`config.mk`:
```
export PLATFORM = sky130hd
export DESIGN_NAME = descending_prime_range_lister_top
export DESIGN_NICKNAME = d
export VERILOG_FILES = /design/src/dprl_pkg.sv /design/src/descending_prime_range_lister_top.sv /design/src/dprl_divider.sv
export SDC_FILE = /design/constraint.sdc
export NUM_CORES = 1
export LEC_CHECK = 0
export ABC_CLOCK_PERIOD_IN_PS = 4700
export BUFFER_PORTS_ARGS = -buffer_cell sky130_fd_sc_hd__buf_2
export CAP_MARGIN = 20
export CORE_UTILIZATION = 27
export CTS_BUF_LIST = sky130_fd_sc_hd__clkbuf_8
export DETAILED_ROUTE_END_ITERATION = 8
export SETUP_SLACK_MARGIN = 0.3
export SYNTH_ARGS = -nofsm -noshare
export SYNTH_HDL_FRONTEND = slang
export SYNTH_HIERARCHICAL = 1
export SYNTH_SLANG_ARGS = --single-unit
```
`constraint.sdc`:
```
create_clock -name clk_i -period 4.7 [get_ports clk_i]
set_clock_uncertainty 0.1 [all_clocks]
set_input_delay 0.94 -clock clk_i [delete_from_list [all_inputs] [get_ports clk_i]]
set_output_delay 0.94 -clock clk_i [all_outputs]
set_load 0.05 [all_outputs]
```
`src/dprl_pkg.sv`:
```
// shared constants and types of the descending prime range lister
// no dependencies; used by dprl_divider and the top level
package dprl_pkg;

  localparam int NUM_WIDTH      = 16;
  localparam int MAX_SPAN       = 256;
  localparam int MAX_RESULTS    = 54;
  localparam int SMALLEST_PRIME = 2;

  localparam int SQ_W   = NUM_WIDTH + 1;
  localparam int CNT_W  = $clog2(MAX_RESULTS + 1);
  localparam int STEP_W = $clog2(NUM_WIDTH + 1);

  typedef struct packed {
    logic                 start;
    logic [NUM_WIDTH-1:0] dividend;
    logic [NUM_WIDTH-1:0] divisor;
  } div_req_t;

  typedef struct packed {
    logic                 done;
    logic [NUM_WIDTH-1:0] rem;
  } div_rsp_t;

endpackage

```
`src/descending_prime_range_lister_top.sv`:
```
// top level of the descending prime range lister: sequencer, window setup,
// trial division loop and result register; uses dprl_pkg and dprl_divider
//
//   channel   | signals                                   | handshake
//   ----------+-------------------------------------------+------------------------
//   range in  | range_low_i, range_high_i                 | start, taken when !busy
//   prime out | prime_value_o, last_o, truncated_o        | result_valid_o, 1 cycle
//
// busy stays high while a range transaction runs, until its last prime
// has been placed in the output register. each candidate n is tested with
// trial divisors d from 2 while d*d <= n, all on the one serial divider.
// reset clears the sequencer and drops any strobe. the receiver cannot
// stall, so each result is shown for exactly one cycle.
module descending_prime_range_lister_top (
  input  logic                           clk_i,
  input  logic                           rst_ni,
  input  logic                           start,
  output logic                           busy,
  input  logic [dprl_pkg::NUM_WIDTH-1:0] range_low_i,
  input  logic [dprl_pkg::NUM_WIDTH-1:0] range_high_i,
  output logic                           result_valid_o,
  output logic [dprl_pkg::NUM_WIDTH-1:0] prime_value_o,
  output logic                           last_o,
  output logic                           truncated_o
);
  import dprl_pkg::*;

  // sequencer state codes
  localparam logic [2:0] ST_IDLE  = 3'd0;
  localparam logic [2:0] ST_SETUP = 3'd1;
  localparam logic [2:0] ST_INIT  = 3'd2; // new candidate
  localparam logic [2:0] ST_CHECK = 3'd3; // d*d > n test, launch divide
  localparam logic [2:0] ST_WAIT  = 3'd4; // divider running
  localparam logic [2:0] ST_PRIME = 3'd5; // candidate found prime
  localparam logic [2:0] ST_NEXT  = 3'd6; // step down the window
  localparam logic [2:0] ST_FLUSH = 3'd7; // emit held prime as last

  logic [2:0] state_q, state_d;

  // window and candidate
  logic [NUM_WIDTH-1:0] lo_q, lo_d;
  logic [NUM_WIDTH-1:0] hi_q, hi_d;
  logic [NUM_WIDTH-1:0] cur_q, cur_d;
  logic                 trunc_q, trunc_d;

  // trial divisor and its square
  logic [NUM_WIDTH-1:0] div_q, div_d;
  logic [SQ_W-1:0]      sq_q, sq_d;

  // one prime is held back until we know whether another follows
  logic                 hold_vld_q, hold_vld_d;
  logic [NUM_WIDTH-1:0] hold_q, hold_d;
  logic [CNT_W-1:0]     found_q, found_d;

  // output register
  logic                 out_vld_q, out_vld_d;
  logic [NUM_WIDTH-1:0] out_val_q, out_val_d;
  logic                 out_last_q, out_last_d;
  logic                 out_trunc_q, out_trunc_d;

  logic [NUM_WIDTH-1:0] span;
  logic [31:0]          span_ext;

  div_req_t div_req;
  div_rsp_t div_rsp;

  dprl_divider u_divider (
    .clk_i  (clk_i),
    .rst_ni (rst_ni),
    .req_i  (div_req),
    .rsp_o  (div_rsp)
  );

  assign span     = hi_q - lo_q;
  assign span_ext = 32'(span);

  always_comb begin
    state_d     = state_q;
    lo_d        = lo_q;
    hi_d        = hi_q;
    cur_d       = cur_q;
    trunc_d     = trunc_q;
    div_d       = div_q;
    sq_d        = sq_q;
    hold_vld_d  = hold_vld_q;
    hold_d      = hold_q;
    found_d     = found_q;
    out_vld_d   = 1'b0;
    out_val_d   = out_val_q;
    out_last_d  = out_last_q;
    out_trunc_d = out_trunc_q;
    div_req.start    = 1'b0;
    div_req.dividend = cur_q;
    div_req.divisor  = div_q;

    case (state_q)
      ST_IDLE: begin
        if (start) begin
          lo_d    = range_low_i;
          hi_d    = range_high_i;
          state_d = ST_SETUP;
        end
      end
      ST_SETUP: begin
        hold_vld_d = 1'b0;
        found_d    = '0;
        trunc_d    = 1'b0;
        cur_d      = hi_q;
        if (lo_q > hi_q) begin
          // inverted range gives nothing
          state_d = ST_IDLE;
        end else begin
          if (span_ext >= 32'(MAX_SPAN)) begin
            // keep only the top MAX_SPAN values
            lo_d    = hi_q - NUM_WIDTH'(MAX_SPAN - 1);
            trunc_d = 1'b1;
          end
          state_d = ST_INIT;
        end
      end
      ST_INIT: begin
        div_d = NUM_WIDTH'(SMALLEST_PRIME);
        sq_d  = SQ_W'(SMALLEST_PRIME * SMALLEST_PRIME);
        if (cur_q < NUM_WIDTH'(SMALLEST_PRIME)) begin
          state_d = ST_NEXT;
        end else begin
          state_d = ST_CHECK;
        end
      end
      ST_CHECK: begin
        if (sq_q > {1'b0, cur_q}) begin
          state_d = ST_PRIME;
        end else begin
          div_req.start = 1'b1;
          state_d       = ST_WAIT;
        end
      end
      ST_WAIT: begin
        if (div_rsp.done) begin
          if (div_rsp.rem == '0) begin
            state_d = ST_NEXT;
          end else begin
            // (d+1)^2 = d^2 + 2d + 1
            sq_d    = sq_q + {div_q, 1'b1};
            div_d   = div_q + NUM_WIDTH'(1);
            state_d = ST_CHECK;
          end
        end
      end
      ST_PRIME: begin
        if (hold_vld_q) begin
          out_vld_d   = 1'b1;
          out_val_d   = hold_q;
          out_last_d  = 1'b0;
          out_trunc_d = trunc_q;
        end
        hold_vld_d = 1'b1;
        hold_d     = cur_q;
        found_d    = found_q + CNT_W'(1);
        if (found_q == CNT_W'(MAX_RESULTS - 1)) begin
          state_d = ST_FLUSH;
        end else begin
          state_d = ST_NEXT;
        end
      end
      ST_NEXT: begin
        if (cur_q == lo_q) begin
          state_d = hold_vld_q ? ST_FLUSH : ST_IDLE;
        end else begin
          cur_d   = cur_q - NUM_WIDTH'(1);
          state_d = ST_INIT;
        end
      end
      ST_FLUSH: begin
        out_vld_d   = 1'b1;
        out_val_d   = hold_q;
        out_last_d  = 1'b1;
        out_trunc_d = trunc_q;
        hold_vld_d  = 1'b0;
        state_d     = ST_IDLE;
      end
      default: begin
        state_d = ST_IDLE;
      end
    endcase
  end

  always_ff @(posedge clk_i or negedge rst_ni) begin
    if (!rst_ni) begin
      state_q    <= ST_IDLE;
      hold_vld_q <= 1'b0;
      found_q    <= '0;
      out_vld_q  <= 1'b0;
    end else begin
      state_q    <= state_d;
      hold_vld_q <= hold_vld_d;
      found_q    <= found_d;
      out_vld_q  <= out_vld_d;
    end
  end

  // payload registers, no reset needed
  always_ff @(posedge clk_i) begin
    lo_q        <= lo_d;
    hi_q        <= hi_d;
    cur_q       <= cur_d;
    trunc_q     <= trunc_d;
    div_q       <= div_d;
    sq_q        <= sq_d;
    hold_q      <= hold_d;
    out_val_q   <= out_val_d;
    out_last_q  <= out_last_d;
    out_trunc_q <= out_trunc_d;
  end

  assign busy           = (state_q != ST_IDLE);
  assign result_valid_o = out_vld_q;
  assign prime_value_o  = out_val_q;
  assign last_o         = out_last_q;
  assign truncated_o    = out_trunc_q;

  // a strobe always follows a cycle of work on a range transaction
  a_strobe_after_busy: assert property (@(posedge clk_i) disable iff (!rst_ni)
    result_valid_o |-> $past(busy))
    else $error("result strobe without a running range");

  // every emitted value is at least the smallest prime
  a_value_min: assert property (@(posedge clk_i) disable iff (!rst_ni)
    result_valid_o |-> (prime_value_o >= NUM_WIDTH'(SMALLEST_PRIME)))
    else $error("emitted value below the smallest prime");

  // the divider only finishes while the sequencer waits on it
  a_div_done_in_wait: assert property (@(posedge clk_i) disable iff (!rst_ni)
    div_rsp.done |-> (state_q == ST_WAIT))
    else $error("divider finished outside the wait state");

  // nothing follows the last prime of a range
  a_last_ends: assert property (@(posedge clk_i) disable iff (!rst_ni)
    (result_valid_o && last_o) |=> !result_valid_o)
    else $error("strobe right after a last result");

endmodule

```
`src/dprl_divider.sv`:
```
// serial restoring divider, one remainder bit per cycle
// depends on dprl_pkg for widths and request/response structs
module dprl_divider (
  input  logic              clk_i,
  input  logic              rst_ni,
  input  dprl_pkg::div_req_t req_i,
  output dprl_pkg::div_rsp_t rsp_o
);
  import dprl_pkg::*;

  logic [NUM_WIDTH-1:0] rem_q, rem_d;
  logic [NUM_WIDTH-1:0] dvd_q, dvd_d;
  logic [NUM_WIDTH-1:0] dvs_q, dvs_d;
  logic [STEP_W-1:0]    step_q, step_d;
  logic                 run_q, run_d;
  logic                 done_q, done_d;
  logic [NUM_WIDTH:0]   shifted;
  logic [NUM_WIDTH:0]   trial;

  assign shifted = {rem_q, dvd_q[NUM_WIDTH-1]};
  assign trial   = shifted - {1'b0, dvs_q};

  always_comb begin
    rem_d  = rem_q;
    dvd_d  = dvd_q;
    dvs_d  = dvs_q;
    step_d = step_q;
    run_d  = run_q;
    done_d = 1'b0;
    if (req_i.start) begin
      rem_d  = '0;
      dvd_d  = req_i.dividend;
      dvs_d  = req_i.divisor;
      step_d = '0;
      run_d  = 1'b1;
    end else if (run_q) begin
      // keep the trial difference when it did not go negative
      rem_d  = trial[NUM_WIDTH] ? shifted[NUM_WIDTH-1:0] : trial[NUM_WIDTH-1:0];
      dvd_d  = {dvd_q[NUM_WIDTH-2:0], 1'b0};
      step_d = step_q + STEP_W'(1);
      if (step_q == STEP_W'(NUM_WIDTH - 1)) begin
        run_d  = 1'b0;
        done_d = 1'b1;
      end
    end
  end

  always_ff @(posedge clk_i or negedge rst_ni) begin
    if (!rst_ni) begin
      run_q  <= 1'b0;
      done_q <= 1'b0;
      step_q <= '0;
    end else begin
      run_q  <= run_d;
      done_q <= done_d;
      step_q <= step_d;
    end
  end

  always_ff @(posedge clk_i) begin
    rem_q <= rem_d;
    dvd_q <= dvd_d;
    dvs_q <= dvs_d;
  end

  assign rsp_o.done = done_q;
  assign rsp_o.rem  = rem_q;

endmodule
```
==> results of run 1 <==
through the flow:
step | instance area (sq um) | power [mW] | hold WS [ns] | util
5_1_grt | 11800 | 8.26 | 0.283 | 0.311
2_1_floorplan | 10400 | 5.59 | 0.300 | -
3_3_place_gp | 11300 | 6.40 | 0.302 | 0.299
4_1_cts | 11800 | 7.71 | 0.257 | 0.311
3_5_place_dp | 11300 | 6.49 | 0.305 | 0.299
6_report | 11800 | 7.68 | 0.283 | 0.311
routing by layer:
layer	routed length, um	GRT usage	part of all wire	vias to the layer above
met3	1010	0.0236	0.042	25
li1	-	-	-	3713
met2	11000	0.200	0.46	165
met4	313	0.0376	0.013	4
met1	11500	0.171	0.48	3530
met5	25	0	0.0010	-
flip-flops by register name, indices dropped and copies added (netlist names), 3 cells and up:
signal and cells:
found_q 6, u_divider/step_q 5, prime_value_o 16, state_q 3, div_q 16, hi_q 16
lo_q 16, u_divider/dvs_q 16, u_divider/dvd_q 16, hold_q 16, u_divider/rem_q 16, cur_q 16
sq_q 17
report_power, final:
part           total (mW)  leakage (nW)  switching [mW]  internal [mW]
clock network        1.19         0.228           0.628          0.567
logic                3.49          2.60            2.05           1.44
registers            2.99          1.75           0.533           2.46
cell type report:
type                            count  area, sq um
Antenna cell                        3         7.51
Clock buffer                       18          248
Clock inverter                     14          201
Fill cell                        3937        26100
Inverter                           76          285
Multi-Input combinational cell    706         4840
Sequential cell                   182         5220
Tap cell                          511          639
Timing Repair Buffer               63          338
kinds of logic (layout without fill, tap and decap cells):
family | count (synthesis) | in the layout
flip-flops | 182 | 182
XOR/XNOR | 86 | 86
multiplexers | 33 | 33
adder cells (fa/ha/maj) | 73 | 73
AO/OA/AOI/OAI | 203 | 203
AND/OR/NAND/NOR | 311 | 311
buffers and inverters | 103 | 171
other | 0 | 3
path summary, 6_finish.rpt:
kind,start,end,slack [ns],cells past startpoint
worst max-delay path,cur_q[1],u_divider/rem_q[14],0.98,15
worst min-delay path,rst_ni,result_valid_o,0.28,1
worst max register to register,cur_q[1],u_divider/rem_q[14],0.98,15
worst min register to register,trunc_q,truncated_o,0.33,0
max in group asynchronous,rst_ni,state_q[0],3.93,1
min in group clk_i,trunc_q,truncated_o,0.33,0
worst reg2reg max path, cell delays in order (launching register included):
cell and delay [ns]:
edfxtp_1 0.47, inv_1 0.13, ha_1 0.32, nor2b_1 0.13, o21a_1 0.16, o21a_1 0.16, o21ai_0 0.14, nand2b_1 0.08
a311oi_1 0.43, nor2_1 0.14, nor3_4 0.14, buf_4 0.51, nor2b_1 0.30, o311a_1 0.18, o2111ai_1 0.07, o211ai_1 0.11
placed cells by master, fill, tap and decap left out, types with 8 or more instances in the layout:
master,n
dfxtp_1,16
nand3_1,22
nand2_1,88
o21ai_0,54
buf_4,9
edfxtp_1,148
mux2_2,15
a211oi_1,11
xor2_1,29
nor4_1,13
nand2b_1,11
xnor2_1,57
inv_1,74
and3_1,9
mux2i_1,18
a21oi_1,52
dfrtp_1,18
ha_1,70
nor3_1,19
nand4_1,16
nor2_1,91
a21o_1,14
clkbuf_8,18
buf_2,54
nor2b_1,14
a31oi_1,8
==> results.tsv, run 1 <==
stage	metric	value	unit
pwr	pwr/cell area	652	mW/mm^2
worst_setup_path	Required @ worst endpoint	4.91	ns
timing	post-route minimum period	3.72	ns
timing	final worst slack	0.978	ns
place	GP Congestion	0.905	
clock_tree	clk buf depth	2	
detailed_routing	antenna viol nets, final	0	
timing	Final setup viols	0	
yosys	Post-Syn Instances	991	
timing	Final Hold Vio Count	0	
place	Place WS	1.01	ns
clock_tree	clk_lat worst skew	0.47	ns
yosys	Synth async-reset ratio	0.0989	
yosys	Synthesized Nets	1099	
yosys	Synth area leader	edfxtp_1	
yosys	FF+latch count, synth	182	
floorplan	Top Ports	55	
timing	setup TNS	0	ns
timing	Final period util	0.792	
timing	Slew Viols, Final	0	
detailed_routing	via count	7437	
detailed_routing	drt wl/cell	15.2	um
yosys	register area share after synthesis	0.499	
worst_setup_path	nature of the critical path startpoint	flop	
floorplan	Starting Density	0.276	
floorplan	Die Wd	199	um
worst_setup_path	kind of critical path	flop to flop	
yosys	Main synth FF type	edfxtp_1	
detailed_routing	vias per cell	4.73	
detailed_routing	DRT Pass-1 Iters	5	
cells_and_area	share of cells above drive strength 1	0.119	
cells_and_area	Finished Layout Cells	1573	
grt	global-route wire length before repair	38500	um
worst_setup_path	crit-path max cell delay	0.51	ns
run_status	outcome	finished clean	
clock_tree	# resized after CTS	0	
grt	grt ovf	0	
yosys	Post-synth top cells	148 x edfxtp_1, 93 x nor2_1, 88 x nand2_1, 74 x inv_1, 70 x ha_1	
clock_tree	# hold bufs at CTS	0	
yosys	most frequent cell after synthesis	edfxtp_1	
floorplan	area of the core	0.0378	sq mm
yosys	simple-gate share of the synthesized area	0.140	
cells_and_area	Final #Nets	1154	
yosys	Post-synth EDFFs	148	
grt	vias in the first global route	7303	
yosys	largest family of logic cells by synthesized area	simple AND/OR/NAND/NOR gates	
worst_hold_path	HP Class	primary input to async pin	
detailed_routing	total wire length	23800	um
clock_tree	H-tree Lvls	4	
clock_tree	Worst-path clk slew	0.10	ns
yosys	Netlist cell types	70	
worst_setup_path	CP bufs+invs	2	
clock_tree	Num CTS Buffers	17	
worst_setup_path	Crit Path Max Fanout	48	
detailed_routing	Iteration-0 DRC Markers	430	
grt	initial antenna violation count	5	
floorplan	die area	0.0395	sq mm
yosys	mean area per synthesized cell	10.5	sq um
pwr	Max IR drop VDD	0.239	mV
floorplan	FP Rows	71	
worst_setup_path	CP endpoint kind	flop	
detailed_routing	DRC	0	
worst_setup_path	crit-path cells	inv_1 > ha_1 > nor2b_1 > o21a_1 > o21a_1 > o21ai_0 > nand2b_1 > a311oi_1 > nor2_1 > nor3_4 > buf_4 > nor2b_1 > o311a_1 > o2111ai_1 > o211ai_1	
worst_setup_path	slowest cell on the critical path	buf_4	
pwr	leak pwr	4.58	nW
timing	RSZ-0062 raised after global routing	no	
yosys	top-area cell type share of the netlist area	0.426	
timing	Rel. slew slack	0.309	
yosys	yosys warns	6	
timing	Worst Tran Pin Value	1.04	ns
worst_setup_path	Top Family by Delay on Critical Path	compound AO/OA/AOI/OAI gates	
yosys	synthesized area	0.0104	sq mm
clock_tree	Root Buffer	clkbuf_8	
clock_tree	Post CTS Setup Buffer Count	0	
yosys	XOR/XNOR share of the synthesized area	0.0721	
yosys	post-synthesis adder-cell area fraction	0.0896	
flow_run	Max Cap Viol	0	
yosys	Synth Area in Compound Gates	0.126	
place	Placed Cells	1538	
yosys	mux cell area share after synthesis	0.0334	
timing	Max Clk Rate	0.269	GHz
grt	largest net degree at the start of global routing	49	
grt	total track usage	0.125	
worst_setup_path	WP data arrival	3.94	ns
floorplan	Die Height	199	um
cells_and_area	Area Growth Syn to Fin	12.8	%
clock_tree	TritonCTS clock tree	done	
place	Port Buffers	54	
yosys	Area contributors post-synth	edfxtp_1 43%, ha_1 8.4%, xnor2_1 4.8%, dfrtp_1 4.3%, nor2_1 3.3%	
clock_tree	clock sink count	182	
place	hpwl dp	17800	um
(Power assumes the default switching activity.)
==> run 2, diff against run 1 <==
--- a/config.mk
+++ b/config.mk
@@ -5,7 +5,8 @@
 export SDC_FILE = /design/constraint.sdc
 export NUM_CORES = 1
 export LEC_CHECK = 0
-export ABC_CLOCK_PERIOD_IN_PS = 4700
+export ABC_AREA = 1
+export ABC_CLOCK_PERIOD_IN_PS = 3750
 export BUFFER_PORTS_ARGS = -buffer_cell sky130_fd_sc_hd__buf_2
 export CAP_MARGIN = 20
 export CORE_UTILIZATION = 27
==> constraint.sdc (replaced) <==
create_clock -name clk_i -period 3.75 [get_ports clk_i]
set_clock_uncertainty 0.1 [all_clocks]
set_input_delay 0.75 -clock clk_i [delete_from_list [all_inputs] [get_ports clk_i]]
set_output_delay 0.75 -clock clk_i [all_outputs]
set_load 0.05 [all_outputs]
==> results.tsv, run 2 <==
stage	metric	value	unit	change
run_status	outcome	finished, violations left		was finished clean
run_status	failing checks	design-rule violations		
detailed_routing	via count	9273		was 7437
yosys	FF+latch count, synth	182		unchanged
pwr	Max IR drop VDD	0.266	mV	was 0.239 mV
detailed_routing	antenna viol nets, final	0		unchanged
worst_setup_path	worst r2r src	cur_q[12]		was cur_q[1]
yosys	Post-synth top cells	395 x nand2_1, 221 x inv_1, 148 x edfxtp_1, 109 x nor2_1, 73 x nand3_1		was 148 x edfxtp_1, 93 x nor2_1, 88 x nand2_1, 74 x inv_1, 70 x ha_1
clock_tree	Num CTS Buffers	17		unchanged
worst_setup_path	crit-path max cell delay	0.62	ns	was 0.51 ns
floorplan	Die Wd	207	um	was 199 um
clock_tree	Worst-path clk slew	0.11	ns	was 0.10 ns
yosys	Synth area leader	edfxtp_1		unchanged
pwr	pwr/cell area	820	mW/mm^2	was 652 mW/mm^2
timing	Final period util	0.799		was 0.792
timing	setup TNS	0	ns	unchanged
cells_and_area	most common cell after layout, fill and taps aside	nand2_1		was edfxtp_1
cells_and_area	Largest Register	sq_q		unchanged
yosys	mean area per synthesized cell	8.15	sq um	was 10.5 sq um
worst_setup_path	kind of critical path	flop to flop		unchanged
pwr	clock power share	0.141		was 0.156
pwr	sw frac	0.469		was 0.418
flow_run	Max Cap Viol	0		unchanged
floorplan	Die Height	207	um	was 199 um
detailed_routing	wire length on met2	12500	um	was 11000 um
detailed_routing	drt wl/cell	14.1	um	was 15.2 um
timing	minimum hold slack	0.0834	ns	was 0.283 ns
floorplan	die area	0.0428	sq mm	was 0.0395 sq mm
cells_and_area	Final #Nets	1564		was 1154
worst_setup_path	Crit. Startpoint	cur_q[12]		was cur_q[1]
yosys	register area share after synthesis	0.460		was 0.499
detailed_routing	vias per cell	4.63		was 4.73
yosys	Synthesized Nets	1499		was 1099
pwr	leak pwr	5.85	nW	was 4.58 nW
place	GP Congestion	0.920		was 0.905
grt	vias in the first global route	8972		was 7303
detailed_routing	routed wl met3	1230	um	was 1010 um
timing	post-route minimum period	3.00	ns	was 3.72 ns
timing	Rel. slew slack	0.377		was 0.309
pwr	switching pwr	4.88	mW	was 3.21 mW
yosys	yosys warns	6		unchanged
cells_and_area	most frequent cells in the layout	395 x nand2_1, 223 x inv_1, 148 x edfxtp_1, 109 x nor2_1, 73 x nand3_1		was 148 x edfxtp_1, 91 x nor2_1, 88 x nand2_1, 74 x inv_1, 70 x ha_1
cells_and_area	share of cells above drive strength 1	0.106		was 0.119
floorplan	area of the core	0.0411	sq mm	was 0.0378 sq mm
clock_tree	# resized after CTS	0		unchanged
clock_tree	Root Buffer	clkbuf_8		unchanged
timing	Worst Tran Pin Value	0.934	ns	was 1.04 ns
clock_tree	clock sink count	182		unchanged
yosys	Area contributors post-synth	edfxtp_1 39%, nand2_1 13%, ha_1 7.7%, inv_1 7.3%, dfrtp_1 4.0%		was edfxtp_1 43%, ha_1 8.4%, xnor2_1 4.8%, dfrtp_1 4.3%, nor2_1 3.3%
worst_setup_path	Crit Path Max Fanout	18		was 48
worst_setup_path	CP endpoint kind	flop		unchanged
timing	Final Hold Vio Count	0		unchanged
worst_setup_path	CP bufs+invs	2		unchanged
detailed_routing	Max Used Layer	met4		was met5
worst_setup_path	slowest cell on the critical path	edfxtp_1		was buf_4
worst_setup_path	Required @ worst endpoint	3.77	ns	was 4.91 ns
timing	Slew Viols, Final	0		unchanged
pwr	Reg power frac	0.361		was 0.390
clock_tree	H-tree Lvls	4		unchanged
timing	Final setup viols	0		unchanged
clock_tree	clk_lat worst skew	0.48	ns	was 0.47 ns
pwr	Gate power share	0.498		was 0.455
yosys	Main synth FF type	edfxtp_1		unchanged
place	Port Buffers	54		unchanged
yosys	Synth async-reset ratio	0.0989		unchanged
yosys	Post-synth EDFFs	148		unchanged
grt	global-route wire length before repair	45900	um	was 38500 um
yosys	top-area cell type share of the netlist area	0.392		was 0.426
yosys	synthesized area	0.0113	sq mm	was 0.0104 sq mm
cells_and_area	Largest register FFs	17		unchanged
worst_setup_path	crit-path cells	inv_1 > ha_1 > nand2_1 > nor3_1 > nand4_1 > a21oi_4 > nor2_1 > inv_1		was inv_1 > ha_1 > nor2b_1 > o21a_1 > o21a_1 > o21ai_0 > nand2b_1 > a311oi_1 > nor2_1 > nor3_4 > buf_4 > nor2b_1 > o311a_1 > o2111ai_1 > o211ai_1
detailed_routing	Iteration-0 DRC Markers	676		was 430
detailed_routing	DRT Pass-1 Iters	8		was 5
yosys	Post-Syn Instances	1391		was 991
timing	Max Clk Rate	0.334	GHz	was 0.269 GHz
worst_hold_path	HP Class	primary input to async pin		unchanged
timing	RSZ-0062 raised after global routing	no		unchanged
clock_tree	# hold bufs at CTS	0		unchanged
floorplan	Top Ports	55		unchanged
floorplan	Starting Density	0.276		about the same
floorplan	FP Rows	74		was 71
yosys	Netlist cell types	54		was 70
yosys	most frequent cell after synthesis	nand2_1		was edfxtp_1
detailed_routing	DRC	6		was 0
detailed_routing	met1 wire length	13900	um	was 11500 um
clock_tree	Post CTS Setup Buffer Count	0		unchanged
grt	largest net degree at the start of global routing	37		was 49
cells_and_area	Area Growth Syn to Fin	11.9	%	was 12.8%
place	hpwl dp	21900	um	was 17800 um
pwr	Int Pwr	5.53	mW	was 4.47 mW
worst_setup_path	Top Family by Delay on Critical Path	simple AND/OR/NAND/NOR gates		was compound AO/OA/AOI/OAI gates
grt	initial antenna violation count	1		was 5
grt	total track usage	0.136		was 0.125
detailed_routing	total wire length	28300	um	was 23800 um
grt	grt ovf	0		unchanged
clock_tree	TritonCTS clock tree	done		unchanged
worst_setup_path	nature of the critical path startpoint	flop		unchanged
worst_setup_path	cell mode on critical path	inv_1		
worst_setup_path	WP data arrival	3.01	ns	was 3.94 ns
clock_tree	clk buf depth	2		unchanged
run 2: changes by cell type in the layout (fill, tap and decap cells not counted), sizes merged, moves of 15 or more:
cell,delta
a21oi,+20
inv,+162
mux2,-15
mux2i,-18
nand2,+327
nand3,+53
nor2,+26
xnor2,-41
run 2: routing by layer:
metal | vias up | GRT usage
li1 | 4661 | -
met1 | 4382 | 0.186
met2 | 190 | 0.218
met3 | 40 | 0.0195
met4 | 0 | 0.0508
met5 | - | 0
run 2: power groups by stage:
stage	sequential (mW)	combinational [mW]	clock, mW
3_3_place_gp	3.78	5.10	0
5_1_grt	3.84	5.93	1.58
3_5_place_dp	3.80	5.15	0
2_1_floorplan	3.61	3.94	0
6_report	3.76	5.19	1.46
4_1_cts	3.76	5.18	1.51
run 2: through the flow:
stage / cell area (sq um) / setup slack (ns) / util / power [mW] / instances
after floorplan: 11300 / 0.418 / - / 7.55 / 1391
after global placement: 12300 / 0.811 / 0.298 / 8.88 / 1969
after detailed placement: 12300 / 0.804 / 0.298 / 8.95 / 1969
after CTS: 12700 / 0.778 / 0.309 / 10.5 / 2001
after global routing: 12700 / 0.577 / 0.309 / 11.4 / 2001
final: 12700 / 0.755 / 0.309 / 10.4 / 2002
run 2: cell families after synthesis:
| logic type | Yosys count | share of synthesized area |
|---|---|---|
| AOI/OAI and AO/OA | 168 | 0.0820 |
| xor gates and xnor gates | 42 | 0.0324 |
| adders and majority gates | 73 | 0.0825 |
| buffers and inverters | 253 | 0.0874 |
| DFF | 182 | 0.460 |
| and+or+nand+nor | 673 | 0.256 |
run 2: worst paths after layout:
check,slack (ns),depth (start not counted),to
hold reg to reg,0.33,0,truncated_o
hold / removal,0.08,1,state_q[2]
max in group asynchronous,3.15,1,u_divider/step_q[4]
min in group clk_i,0.33,0,truncated_o
setup / recovery,0.75,8,u_divider/dvd_q[14]
setup reg to reg,0.75,8,u_divider/dvd_q[14]
run 2: area by class of cell:
class,count,area [sq um]
fillers,4357,28400
flip-flops and latches,182,5220
multi-input cells,956,5160
inverters,236,886
well taps,532,666
repair buffers,63,338
clock buffers,17,234
clock inverters,15,189
diodes,1,2.50
run 2: worst reg2reg max path, cell delays in order (launching register included):
cell and delay, ns:
edfxtp_1 0.62, inv_1 0.09, ha_1 0.30, nand2_1 0.10, nor3_1 0.33, nand4_1 0.28
a21oi_4 0.24, nor2_1 0.07, inv_1 0.50
==> run 3, diff against run 2 <==
--- a/config.mk
+++ b/config.mk
@@ -5,8 +5,8 @@
 export SDC_FILE = /design/constraint.sdc
 export NUM_CORES = 1
 export LEC_CHECK = 0
-export ABC_AREA = 1
-export ABC_CLOCK_PERIOD_IN_PS = 3750
+export ABC_AREA = 0
+export ABC_CLOCK_PERIOD_IN_PS = 2900
 export BUFFER_PORTS_ARGS = -buffer_cell sky130_fd_sc_hd__buf_2
 export CAP_MARGIN = 20
 export CORE_UTILIZATION = 27
==> constraint.sdc (replaced) <==
create_clock -name clk_i -period 2.9 [get_ports clk_i]
set_clock_uncertainty 0.1 [all_clocks]
set_input_delay 0.58 -clock clk_i [delete_from_list [all_inputs] [get_ports clk_i]]
set_output_delay 0.58 -clock clk_i [all_outputs]
set_load 0.05 [all_outputs]
==> results.tsv, run 3 (synthesis results as in run 1) <==
stage	metric	value	unit	change
flow_run	Max Cap Viol	0		unchanged
worst_setup_path	Crit Path Max Fanout	8		was 18
clock_tree	Worst-path clk slew	0.10	ns	was 0.11 ns
floorplan	die area	0.0395	sq mm	was 0.0428 sq mm
clock_tree	clk buf depth	2		unchanged
worst_setup_path	WP data arrival	3.14	ns	was 3.01 ns
detailed_routing	DRT Pass-1 Iters	6		was 8
grt	initial antenna violation count	0		was 1
place	DP Area	0.0119	sq mm	was 0.0123 sq mm
cells_and_area	Diodes inserted	0		was 1
timing	Max Clk Rate	0.333	GHz	was 0.334 GHz
place	Port Buffers	54		unchanged
clock_tree	clk_lat worst skew	0.48	ns	about the same
worst_hold_path	HP Class	primary input to flop		was primary input to async pin
floorplan	Top Ports	55		unchanged
worst_setup_path	worst r2r src	hi_q[4]		was cur_q[12]
detailed_routing	total wire length	25800	um	was 28300 um
cells_and_area	Area Growth Syn to Fin	25.5	%	was 11.9%
timing	Rel. slew slack	0.576		was 0.377
cells_and_area	most common cell after layout, fill and taps aside	edfxtp_1		was nand2_1
cells_and_area	Finished Layout Cells	1673		was 2002
cells_and_area	Largest register FFs	17		unchanged
cells_and_area	Largest Register	sq_q		unchanged
grt	total track usage	0.134		was 0.136
floorplan	Die Height	199	um	was 207 um
clock_tree	Num CTS Buffers	17		unchanged
worst_setup_path	kind of critical path	flop to flop		unchanged
place	Placed Cells	1614		was 1969
cells_and_area	final core utilization	0.346		was 0.309
cells_and_area	Final #Nets	1257		was 1564
worst_setup_path	depth of the worst register-to-register path	9		was 8
pwr	leak pwr	5.20	nW	was 5.85 nW
timing	Final Hold Vio Count	0		unchanged
worst_hold_path	critical hold path startpoint	range_high_i[11]		
place	Place WS	-0.122	ns	was 0.804 ns
grt	largest net degree at the start of global routing	35		was 37
timing	RSZ-0062 raised after global routing	yes		was no
place	hpwl dp	19000	um	was 21900 um
timing	Slew Viols, Final	0		unchanged
cells_and_area	most frequent cells in the layout	148 x edfxtp_1, 85 x nor2_1, 85 x buf_4, 82 x nand2_1, 69 x inv_1		was 395 x nand2_1, 223 x inv_1, 148 x edfxtp_1, 109 x nor2_1, 73 x nand3_1
worst_setup_path	nature of the critical path startpoint	flop		unchanged
run_status	outcome	finished, violations left		unchanged
floorplan	area of the core	0.0378	sq mm	was 0.0411 sq mm
run_status	failing checks	negative setup slack		was design-rule violations
detailed_routing	antenna viol nets, final	0		unchanged
detailed_routing	via count	7964		was 9273
floorplan	FP Rows	71		was 74
detailed_routing	Iteration-0 DRC Markers	540		was 676
place	GP Congestion	0.872		was 0.920
clock_tree	Root Buffer	clkbuf_8		unchanged
pwr	pwr/cell area	1070	mW/mm^2	was 820 mW/mm^2
clock_tree	TritonCTS clock tree	done		unchanged
worst_setup_path	CP endpoint kind	flop		unchanged
pwr	Max IR drop VDD	0.364	mV	was 0.266 mV
worst_setup_path	Required @ worst endpoint	3.04	ns	was 3.77 ns
grt	grt ovf	0		unchanged
timing	Worst Tran Pin Value	0.635	ns	was 0.934 ns
timing	Final period util	1.03		was 0.799
worst_setup_path	FF-to-FF End	lo_q[11]		was u_divider/dvd_q[14]
timing	post-route minimum period	3.00	ns	about the same
detailed_routing	DRC	0		was 6
timing	Final setup viols	17		was 0
cells_and_area	Design Area, Final	0.0131	sq mm	was 0.0127 sq mm
floorplan	Starting Density	0.276		about the same
clock_tree	H-tree Lvls	4		unchanged
worst_hold_path	hold endpoint	hi_q[11]		
floorplan	Die Wd	199	um	was 207 um
cells_and_area	share of cells above drive strength 1	0.249		was 0.106
timing	final worst slack	-0.101	ns	was 0.755 ns
detailed_routing	drt wl/cell	15.4	um	was 14.1 um
detailed_routing	vias per cell	4.76		was 4.63
worst_hold_path	Cells on Worst Hold Path	1		
grt	global-route wire length before repair	41000	um	was 45900 um
worst_setup_path	reg2reg setup slack	-0.10	ns	was 0.75 ns
clock_tree	clock sink count	182		unchanged
grt	vias in the first global route	7901		was 8972
pwr	Final Power	14.1	mW	was 10.4 mW
## run 3: worst max path at each step
stage / start / to / slack, ns / cells after the start
final: hi_q[4] / lo_q[11] / -0.10 / 9
after global routing: hi_q[5] / lo_q[0] / -0.28 / 9
after CTS: lo_q[0] / lo_q[10] / -0.08 / 10
after detailed placement: hi_q[4] / lo_q[4] / -0.12 / 8
after global placement: lo_q[0] / lo_q[3] / -0.05 / 10
after floorplan: cur_q[1] / u_divider/dvd_q[10] / -0.38 / 12
## run 3: critical path: stages (launching register included)
cell and delay [ns]:
edfxtp_1 0.40, ha_1 0.30, a211o_1 0.31, a211oi_2 0.26, a211oi_2 0.14, buf_4 0.16, o31ai_2 0.21, o31ai_1 0.11
o41a_1 0.49, a21o_4 0.29
## run 3: area by class of cell
class                           instances  area, sq um
Timing Repair inverter                  2         17.5
Multi-Input combinational cell        707         5240
Fill cell                            3784        24700
Clock inverter                         15          186
Inverter                               76          300
Sequential cell                       182         5220
Tap cell                              511          639
Clock buffer                           17          234
Timing Repair Buffer                  163         1280
## run 3: report_power, final
group | total, mW | switching (mW) | internal, mW
registers | 4.56 | 0.591 | 3.97
logic | 7.68 | 4.20 | 3.48
clock network | 1.82 | 1.08 | 0.737
## run 3: routing by layer
layer,share of wire,GRT usage,vias up
li1,-,-,3920
met1,0.46,0.176,3820
met2,0.48,0.220,191
met3,0.038,0.0200,33
met4,0.021,0.0530,0
met5,0,0,-
## run 3: what timing repair did
item                       in CTS  in global routing
hold buffers                    1                  0
gates cloned                    7                  0
pin swaps                      31                 24
buffers inserted               14                  5
setup endpoints to repair      94                 96
resized for setup              94                 31
hold endpoints to repair       18                  0
## run 3: stage by stage
step	setup TNS (ns)	hold slack, ns
after floorplan	-11.09	0.184
after global placement	-0.799	0.305
after detailed placement	-2.77	0.305
after CTS	-1.32	0.129
after global routing	-6.11	0.131
final	-1.60	0.169
